<file path="src/rtl/asched_pkg.sv">
`timescale 1ns / 1ps
// ----------------------------------------------------------------------------
// Aging priority scheduler package
// Shared types and constants for the scheduler and its arithmetic unit.
// ----------------------------------------------------------------------------
package asched_pkg;

  typedef enum logic [1:0] {
    OpSetPrio = 2'd0,
    OpReady   = 2'd1,
    OpRemove  = 2'd2,
    OpSched   = 2'd3
  } op_e;

  localparam logic signed [5:0] PrioMax   = 6'sd20;
  localparam logic signed [5:0] PrioMin   = -6'sd20;
  localparam logic signed [3:0] StepReset = -4'sd1;

  typedef struct packed {
    logic       take;
    logic [7:0] aged;
  } alu_res_t;

endpackage

</file>
<file path="src/rtl/asched_alu.sv">
`timescale 1ns / 1ps
// ----------------------------------------------------------------------------
// Scheduler compare and aging unit
// Compares one dynamic priority against the running best and computes its
// saturated aged value.
// ----------------------------------------------------------------------------
module asched_alu (
  input  logic signed [7:0]     cur_i,
  input  logic signed [7:0]     best_i,
  input  logic                  first_i,
  input  logic signed [3:0]     step_i,
  output asched_pkg::alu_res_t  res_o
);
  import asched_pkg::*;

  logic [8:0] sum;

  assign sum = {cur_i[7], cur_i} + {{5{step_i[3]}}, step_i};

  always_comb begin
    res_o.take = first_i || (cur_i < best_i);
    if (sum[8] != sum[7]) begin
      res_o.aged = sum[8] ? 8'h80 : 8'h7F;
    end else begin
      res_o.aged = sum[7:0];
    end
  end

endmodule

</file>
<file path="src/rtl/aging_priority_task_scheduler.sv">
`timescale 1ns / 1ps
// ----------------------------------------------------------------------------
// Aging priority task scheduler
// Task table with static and dynamic priorities and an ordered ready list,
// served by a small sequencer around one shared compare and aging unit.
//
//   Channel  Handshake                 Payload
//   request  start / busy              opcode_i, task_index_i, priority_req_i
//   result   done_o (one-cycle strobe) chosen_valid_o, chosen_task_o,
//                                      chosen_prio_o
//   config   cfg_valid_i / cfg_ready_o cfg_data_i (aging step)
//
// Remove and make ready first compact the ready list when the task is already
// in it, and a make ready then appends the task at the end. Schedule makes a
// single pass over the ready list memory.
// Reset clears all priorities, the ready list and sets the aging step to -1;
// no clearing pass is needed. Results cannot be stalled by the receiver.
// ----------------------------------------------------------------------------
module aging_priority_task_scheduler #(
  parameter int MAX_TASKS = 16
) (
  input  logic              clk_i,
  input  logic              rst_ni,
  input  logic              start,
  output logic              busy,
  input  logic [1:0]        opcode_i,
  input  logic [3:0]        task_index_i,
  input  logic signed [5:0] priority_req_i,
  output logic              done_o,
  output logic              chosen_valid_o,
  output logic [3:0]        chosen_task_o,
  output logic signed [7:0] chosen_prio_o,
  input  logic              cfg_valid_i,
  output logic              cfg_ready_o,
  input  logic signed [3:0] cfg_data_i
);
  import asched_pkg::*;

  localparam int TW = (MAX_TASKS > 1) ? $clog2(MAX_TASKS) : 1;
  localparam int CW = $clog2(MAX_TASKS + 1);

  typedef enum logic [2:0] {
    StIdle, StExec, StDrop, StAppend, StScan, StFixRd, StFixWr
  } state_e;

  state_e            state_q, state_d;
  op_e               op_q, op_d;
  logic [TW-1:0]     slot_q, slot_d;
  logic              slot_ok_q, slot_ok_d;
  logic signed [5:0] req_q, req_d;
  logic [CW-1:0]     cnt_q, cnt_d;
  logic [CW-1:0]     rd_idx_q, rd_idx_d;
  logic [CW-1:0]     wr_idx_q, wr_idx_d;
  logic              p1_q, p1_d, p2_q, p2_d;
  logic              first_q, first_d;
  logic [TW-1:0]     best_q, best_d;
  logic [7:0]        best_prio_q, best_prio_d;
  logic [TW-1:0]     t2_q, t2_d;
  logic              done_q, done_d;
  logic              cvalid_q, cvalid_d;
  logic [3:0]        ctask_q, ctask_d;
  logic [7:0]        cprio_q, cprio_d;
  logic signed [3:0] step_q;

  logic [TW-1:0] order_mem [MAX_TASKS];
  logic [5:0]    stat_mem  [MAX_TASKS];
  logic [7:0]    dyn_mem   [MAX_TASKS];
  logic [TW-1:0] order_rd_q;
  logic [5:0]    stat_rd_q;
  logic [7:0]    dyn_rd_q;
  logic          dyn_vld_q;
  logic [MAX_TASKS-1:0] prio_vld_q;
  logic [MAX_TASKS-1:0] in_ready_q;

  logic          order_we, order_re;
  logic [TW-1:0] order_waddr, order_raddr, order_wdata;
  logic          stat_we, stat_re;
  logic [TW-1:0] stat_waddr, stat_raddr;
  logic [5:0]    stat_wdata;
  logic          dyn_we, dyn_re;
  logic [TW-1:0] dyn_waddr, dyn_raddr;
  logic [7:0]    dyn_wdata;
  logic          vld_set;
  logic [TW-1:0] vld_addr;
  logic          rdy_set, rdy_clr;
  alu_res_t      alu_res;

  asched_alu u_alu (
    .cur_i   (dyn_rd_q),
    .best_i  (best_prio_q),
    .first_i (first_q),
    .step_i  (step_q),
    .res_o   (alu_res)
  );

  always_comb begin
    state_d     = state_q;
    op_d        = op_q;
    slot_d      = slot_q;
    slot_ok_d   = slot_ok_q;
    req_d       = req_q;
    cnt_d       = cnt_q;
    rd_idx_d    = rd_idx_q;
    wr_idx_d    = wr_idx_q;
    p1_d        = p1_q;
    p2_d        = p2_q;
    first_d     = first_q;
    best_d      = best_q;
    best_prio_d = best_prio_q;
    t2_d        = t2_q;
    done_d      = 1'b0;
    cvalid_d    = cvalid_q;
    ctask_d     = ctask_q;
    cprio_d     = cprio_q;
    order_we    = 1'b0;
    order_re    = 1'b0;
    order_waddr = '0;
    order_raddr = '0;
    order_wdata = '0;
    stat_we     = 1'b0;
    stat_re     = 1'b0;
    stat_waddr  = '0;
    stat_raddr  = '0;
    stat_wdata  = '0;
    dyn_we      = 1'b0;
    dyn_re      = 1'b0;
    dyn_waddr   = '0;
    dyn_raddr   = '0;
    dyn_wdata   = '0;
    vld_set     = 1'b0;
    vld_addr    = slot_q;
    rdy_set     = 1'b0;
    rdy_clr     = 1'b0;

    case (state_q)
      StIdle: begin
        if (start) begin
          op_d      = op_e'(opcode_i);
          slot_d    = TW'(task_index_i);
          slot_ok_d = {28'd0, task_index_i} < 32'(MAX_TASKS);
          if (priority_req_i > PrioMax) begin
            req_d = PrioMax;
          end else if (priority_req_i < PrioMin) begin
            req_d = PrioMin;
          end else begin
            req_d = priority_req_i;
          end
          state_d = StExec;
        end
      end
      StExec: begin
        state_d  = StIdle;
        done_d   = 1'b1;
        cvalid_d = 1'b0;
        ctask_d  = '0;
        cprio_d  = '0;
        case (op_q)
          OpSetPrio: begin
            if (slot_ok_q) begin
              stat_we    = 1'b1;
              stat_waddr = slot_q;
              stat_wdata = req_q;
              dyn_we     = 1'b1;
              dyn_waddr  = slot_q;
              dyn_wdata  = {{2{req_q[5]}}, req_q};
              vld_set    = 1'b1;
            end
          end
          OpReady, OpRemove: begin
            if (slot_ok_q && in_ready_q[slot_q]) begin
              rd_idx_d = '0;
              wr_idx_d = '0;
              p1_d     = 1'b0;
              state_d  = StDrop;
              done_d   = 1'b0;
            end else if (slot_ok_q && op_q == OpReady) begin
              state_d = StAppend;
              done_d  = 1'b0;
            end
          end
          OpSched: begin
            if (cnt_q != '0) begin
              rd_idx_d = '0;
              p1_d     = 1'b0;
              p2_d     = 1'b0;
              first_d  = 1'b1;
              state_d  = StScan;
              done_d   = 1'b0;
            end
          end
          default: begin
            state_d = StIdle;
          end
        endcase
      end
      StDrop: begin
        if (rd_idx_q < cnt_q) begin
          order_re    = 1'b1;
          order_raddr = rd_idx_q[TW-1:0];
          rd_idx_d    = rd_idx_q + 1'b1;
          p1_d        = 1'b1;
        end else begin
          p1_d = 1'b0;
        end
        if (p1_q && order_rd_q != slot_q) begin
          order_we    = 1'b1;
          order_waddr = wr_idx_q[TW-1:0];
          order_wdata = order_rd_q;
          wr_idx_d    = wr_idx_q + 1'b1;
        end
        if (rd_idx_q == cnt_q && !p1_q) begin
          cnt_d   = wr_idx_q;
          rdy_clr = 1'b1;
          if (op_q == OpReady) begin
            state_d = StAppend;
          end else begin
            state_d = StIdle;
            done_d  = 1'b1;
          end
        end
      end
      StAppend: begin
        if (cnt_q < CW'(MAX_TASKS)) begin
          order_we    = 1'b1;
          order_waddr = cnt_q[TW-1:0];
          order_wdata = slot_q;
          cnt_d       = cnt_q + 1'b1;
          rdy_set     = 1'b1;
        end
        state_d = StIdle;
        done_d  = 1'b1;
      end
      StScan: begin
        if (rd_idx_q < cnt_q) begin
          order_re    = 1'b1;
          order_raddr = rd_idx_q[TW-1:0];
          rd_idx_d    = rd_idx_q + 1'b1;
          p1_d        = 1'b1;
        end else begin
          p1_d = 1'b0;
        end
        p2_d = p1_q;
        if (p1_q) begin
          dyn_re    = 1'b1;
          dyn_raddr = order_rd_q;
          t2_d      = order_rd_q;
        end
        if (p2_q) begin
          dyn_we    = 1'b1;
          dyn_waddr = t2_q;
          dyn_wdata = alu_res.aged;
          if (!dyn_vld_q) begin
            stat_we    = 1'b1;
            stat_waddr = t2_q;
            stat_wdata = '0;
            vld_set    = 1'b1;
            vld_addr   = t2_q;
          end
          if (alu_res.take) begin
            best_d      = t2_q;
            best_prio_d = dyn_rd_q;
          end
          first_d = 1'b0;
        end
        if (rd_idx_q == cnt_q && !p1_q && !p2_q) begin
          state_d = StFixRd;
        end
      end
      StFixRd: begin
        stat_re    = 1'b1;
        stat_raddr = best_q;
        state_d    = StFixWr;
      end
      StFixWr: begin
        dyn_we    = 1'b1;
        dyn_waddr = best_q;
        dyn_wdata = {{2{stat_rd_q[5]}}, stat_rd_q};
        done_d    = 1'b1;
        cvalid_d  = 1'b1;
        ctask_d   = 4'(best_q);
        cprio_d   = best_prio_q;
        state_d   = StIdle;
      end
      default: begin
        state_d = StIdle;
      end
    endcase
  end

  always_ff @(posedge clk_i or negedge rst_ni) begin
    if (!rst_ni) begin
      state_q     <= StIdle;
      op_q        <= OpSetPrio;
      slot_q      <= '0;
      slot_ok_q   <= 1'b0;
      req_q       <= '0;
      cnt_q       <= '0;
      rd_idx_q    <= '0;
      wr_idx_q    <= '0;
      p1_q        <= 1'b0;
      p2_q        <= 1'b0;
      first_q     <= 1'b0;
      best_q      <= '0;
      best_prio_q <= '0;
      t2_q        <= '0;
      done_q      <= 1'b0;
      cvalid_q    <= 1'b0;
      ctask_q     <= '0;
      cprio_q     <= '0;
    end else begin
      state_q     <= state_d;
      op_q        <= op_d;
      slot_q      <= slot_d;
      slot_ok_q   <= slot_ok_d;
      req_q       <= req_d;
      cnt_q       <= cnt_d;
      rd_idx_q    <= rd_idx_d;
      wr_idx_q    <= wr_idx_d;
      p1_q        <= p1_d;
      p2_q        <= p2_d;
      first_q     <= first_d;
      best_q      <= best_d;
      best_prio_q <= best_prio_d;
      t2_q        <= t2_d;
      done_q      <= done_d;
      cvalid_q    <= cvalid_d;
      ctask_q     <= ctask_d;
      cprio_q     <= cprio_d;
    end
  end

  always_ff @(posedge clk_i or negedge rst_ni) begin
    if (!rst_ni) begin
      step_q     <= StepReset;
      prio_vld_q <= '0;
      in_ready_q <= '0;
    end else begin
      if (cfg_valid_i) begin
        step_q <= cfg_data_i;
      end
      if (vld_set) begin
        prio_vld_q[vld_addr] <= 1'b1;
      end
      if (rdy_set) begin
        in_ready_q[slot_q] <= 1'b1;
      end else if (rdy_clr) begin
        in_ready_q[slot_q] <= 1'b0;
      end
    end
  end

  always_ff @(posedge clk_i) begin
    if (order_we) begin
      order_mem[order_waddr] <= order_wdata;
    end
    if (order_re) begin
      order_rd_q <= order_mem[order_raddr];
    end
  end

  always_ff @(posedge clk_i) begin
    if (stat_we) begin
      stat_mem[stat_waddr] <= stat_wdata;
    end
    if (stat_re) begin
      stat_rd_q <= stat_mem[stat_raddr];
    end
  end

  always_ff @(posedge clk_i) begin
    if (dyn_we) begin
      dyn_mem[dyn_waddr] <= dyn_wdata;
    end
    if (dyn_re) begin
      dyn_rd_q  <= prio_vld_q[dyn_raddr] ? dyn_mem[dyn_raddr] : 8'h00;
      dyn_vld_q <= prio_vld_q[dyn_raddr];
    end
  end

  assign busy           = (state_q != StIdle);
  assign done_o         = done_q;
  assign chosen_valid_o = cvalid_q;
  assign chosen_task_o  = ctask_q;
  assign chosen_prio_o  = cprio_q;
  assign cfg_ready_o    = 1'b1;

endmodule
</file>
<file path="config.mk">
export PLATFORM = sky130hd
export DESIGN_NAME = aging_priority_task_scheduler
export DESIGN_NICKNAME = d
export VERILOG_FILES = /design/src/rtl/asched_pkg.sv /design/src/rtl/asched_alu.sv /design/src/rtl/aging_priority_task_scheduler.sv
export SDC_FILE = /design/constraint.sdc
export NUM_CORES = 1
export LEC_CHECK = 0
export BUFFER_PORTS_ARGS = -buffer_cell sky130_fd_sc_hd__buf_2
export CORE_MARGIN = 3
export CORE_UTILIZATION = 40
export DETAILED_ROUTE_END_ITERATION = 12
export SYNTH_ARGS = -nofsm -noshare
export SYNTH_HDL_FRONTEND = slang
export SYNTH_SLANG_ARGS = --single-unit
</file>
<file path="constraint.sdc">
create_clock -name clk_i -period 8.33 [get_ports clk_i]
set_input_delay 0.833 -clock clk_i [delete_from_list [all_inputs] [get_ports clk_i]]
set_output_delay 0.833 -clock clk_i [all_outputs]
set_load 0.01 [all_outputs]
</file>
==> qor.txt <==
Vias in the first global route = 11200
Status = finished clean
Final setup violation count = 0
DR vias/cell = 5.59
First-pass DRT Iterations = 7
Root buffer selected by CTS = clkbuf_16
H-Tree Depth = 2
Post-CTS Setup Bufs = 0
Total track usage = 18.0%
Largest family of logic cells by synthesized area = compound AO/OA/AOI/OAI gates
CTS hold repair buffers = 0
Clock Skew = 0.0342 ns
Arrival time at the worst endpoint = 3.90 ns
Critical path's top delay family = simple AND/OR/NAND/NOR gates
Yosys warns = 0
Max Cap Violations = 0
Clk slew on worst S/H paths = 0.06 ns
Inserted Clock Buffers = 43
Post-route ant nets = 0
Synth Area in Simple Gates = 8.20%
I/O pin total = 36
FILL cells = 3980
Post-synth EDFFs = 307
Adder-Cell Fraction of Synth Area = 2.09%
HP Class = primary input to asynchronous set/reset pin
Die Area = 48300 sq um
Setup TNS = 0 ns
Mapped Avg Cell Area = 13.7 sq um
Period minus WS final = 3.74 ns
Antenna violations before repair = 1
Part of the Yosys area used for sequential elements = 64.2%
Die Span Y = 220 microns
Initial DRC count = 977
Distinct cells, synth = 78
Clock net sink count = 407
Syn Nets = 1385
Clk Latency, worst-skew pair = 0.57 ns
Required time worst endpoint = 8.48 ns
Starting Density = 40.9%
PD cells = 262 nW/um^2
Crit Path Max Fanout = 21
Mapped cell area = 18300 sq um
Layout cell share with drive strength beyond 1 = 16.5%
First-pass GRT wire length = 66300 microns
Fraction of registers with async set/reset = 24.6%
Layout area overhead = 11.7%
Placed Instances = 1904
IO Port Bufs = 34
Post-DP HPWL = 27800 microns
Synthesized instance count = 1335
Final hold vios = 0
CP max-delay cell = nor3_1
Internal reg-to-reg setup slack = 4.59 ns
Crit path launch type = flop
Fmax = 267 MHz
CP Cell Sequence = nor3b_2, and3_1, a222oi_1, or2_1, nor3_1
Cell row count = 77
GPL Wtd Cong = 0.843
N_diodes = 0
Post-Layout Cell Count = 1984
FF-to-FF End = dyn_mem[12][3]
R2R depth = 5
Core footprint = 44700 sq um
CTS tree = built
Leak Pwr = 0.00752 uW
Die W = 220 microns
CP peak stage delay = 0.82 ns
Grt ovf = 0
Kind of critical path = flop to flop
RSZ-0062 raised after global routing = false
Maximum vdd drop = 0.000186 V
Fin crit share = 44.9%
Final WL = 42700 microns
Worst-Margin Slew = 1.27 ns
Pins Over Slew Limit = 0
Complex-gate fraction of the synthesized area = 11.8%
Post-CTS resize count = 0
Mux cell area share after synthesis = 10.4%
Wire per inst = 21.5 microns
CTS max path bufs = 3
Synth Area in XOR/XNOR = 0.472%
Largest net degree at the start of global routing = 77
Slew HR = 15.0%
Nets@finish = 1407
Yosys reg bits = 407
Vias post-DR = 11100
CP Capture Type = flop
Worst Path Buf+Inv = 0
DRC = 0
Top FF cell, synth = edfxtp_1
Worst r2r src = state_q[1]
kinds of logic after synthesis:
logic type	Yosys count
XOR/XNOR	9
adder cells (fa/ha/maj)	30
AND/OR/NAND/NOR	304
multiplexers	144
other	1
buffers and inverters	112
AO/OA/AOI/OAI	328
flip-flops	407
placed cells by master (no fill, tap or decap), drive strengths merged, types with 13 or more instances in the layout:
cell type | netlist | layout
and2 | 20 | 20
nor2 | 75 | 75
dfrtp | 96 | 96
mux4 | 28 | 28
mux2i | 54 | 54
buf | 45 | 54
nand2b | 17 | 17
o221ai | 25 | 25
o211ai | 17 | 17
a21oi | 68 | 68
mux2 | 62 | 62
nor2b | 23 | 23
nand3 | 34 | 34
edfxtp | 307 | 307
o21ai | 111 | 111
clkbuf | 32 | 65
a22o | 18 | 18
a21o | 13 | 13
ha | 29 | 29
nand2 | 96 | 96
inv | 35 | 36
a31oi | 14 | 14
cells in the mapped netlist (6+ instances only):
| cell | count | area [sq um] |
|---|---|---|
| edfxtp_1 | 307 | 9220 |
| dfrtp_1 | 96 | 2400 |
| nand2_1 | 96 | 360 |
| o21ai_0 | 84 | 420 |
| nor2_1 | 72 | 270 |
| a21oi_1 | 67 | 335 |
| mux2_2 | 52 | 586 |
| mux2i_1 | 51 | 510 |
| nand3_1 | 34 | 170 |
| clkbuf_1 | 32 | 120 |
| inv_1 | 32 | 120 |
| ha_1 | 29 | 363 |
| buf_2 | 28 | 140 |
| mux4_2 | 28 | 631 |
| o221ai_1 | 25 | 219 |
| o21ai_1 | 24 | 120 |
| nor2b_1 | 23 | 144 |
| a22o_1 | 18 | 158 |
| nand2b_1 | 17 | 106 |
| o211ai_1 | 16 | 120 |
| and2_1 | 14 | 87.6 |
| a21o_1 | 13 | 97.6 |
| a31oi_1 | 13 | 81.3 |
| mux2_1 | 10 | 113 |
| a221oi_1 | 9 | 78.8 |
| buf_4 | 9 | 67.6 |
| o21bai_1 | 9 | 67.6 |
| or2_1 | 8 | 50.1 |
| nor3_1 | 7 | 35.0 |
| and2_0 | 6 | 37.5 |
| and3_1 | 6 | 37.5 |
| o21a_1 | 6 | 45.0 |
| o22a_1 | 6 | 52.6 |
| o31ai_1 | 6 | 45.0 |
| xnor2_1 | 6 | 52.6 |
metrics by stage:
step | power, uW | hold WS (ns) | utilization [%] | setup slack [ns] | instance area [sq um]
floorplan | 3160 | 0.427 | - | 5.20 | 18300
global placement | 3430 | 0.448 | 42.4 | 4.84 | 19000
detailed placement | 3440 | 0.450 | 42.4 | 4.67 | 19000
CTS | 5380 | 0.143 | 45.7 | 4.61 | 20400
global route | 5580 | 0.167 | 45.7 | 4.28 | 20400
finish | 5340 | 0.164 | 45.7 | 4.59 | 20400
area by class of cell:
type                    instances  area, sq um  share of cell area [%]
flip-flops and latches        407        11700                    57.4
well taps                     592          741                    3.63
clock buffers                  65         1250                    6.11
multi-input cells             816         6050                    29.7
inverters                      35          131                   0.644
repair buffers                 54          323                    1.58
clock inverters                15          190                   0.932
routing by layer:
layer  wire, microns  track usage, %  vias to the layer above
li1                -               -                     5133
met1           19700            25.7                     5599
met2           19800            28.3                      298
met3            2280            3.14                       66
met4             966            5.13                        0
met5               0               0                        -
sequential cells by signal (all words and copies together), names as in the netlist, 4 cells and up, named ones only:
name and count:
step_q 4, order_mem 64, prio_vld_q 16, chosen_prio_o 8, t2_q 4, best_prio_q 8, cnt_q 5, req_q 6
stat_mem 96, wr_idx_q 5, rd_idx_q 5, order_rd_q 4, dyn_rd_q 8, dyn_mem 128, chosen_task_o 4, slot_q 4
stat_rd_q 6, best_q 4
power by group:
group | switching (uW) | total, uW | internal (uW)
clock network | 774 | 1940 | 1160
logic | 542 | 848 | 306
registers | 152 | 2560 | 2400
how the worst max path moves through the flow:
stage,from,end,cells past startpoint,slack (ns)
3_5_place_dp,state_q[1],dyn_mem[10][7],5,4.67
4_1_cts,state_q[1],dyn_mem[15][7],5,4.61
6_report,state_q[1],dyn_mem[12][3],5,4.59
5_1_grt,state_q[1],dyn_mem[12][3],5,4.28
2_1_floorplan,step_q[0],dyn_mem[0][2],9,5.20
3_3_place_gp,state_q[1],dyn_mem[12][1],5,4.84
(Power assumes the default switching activity.)
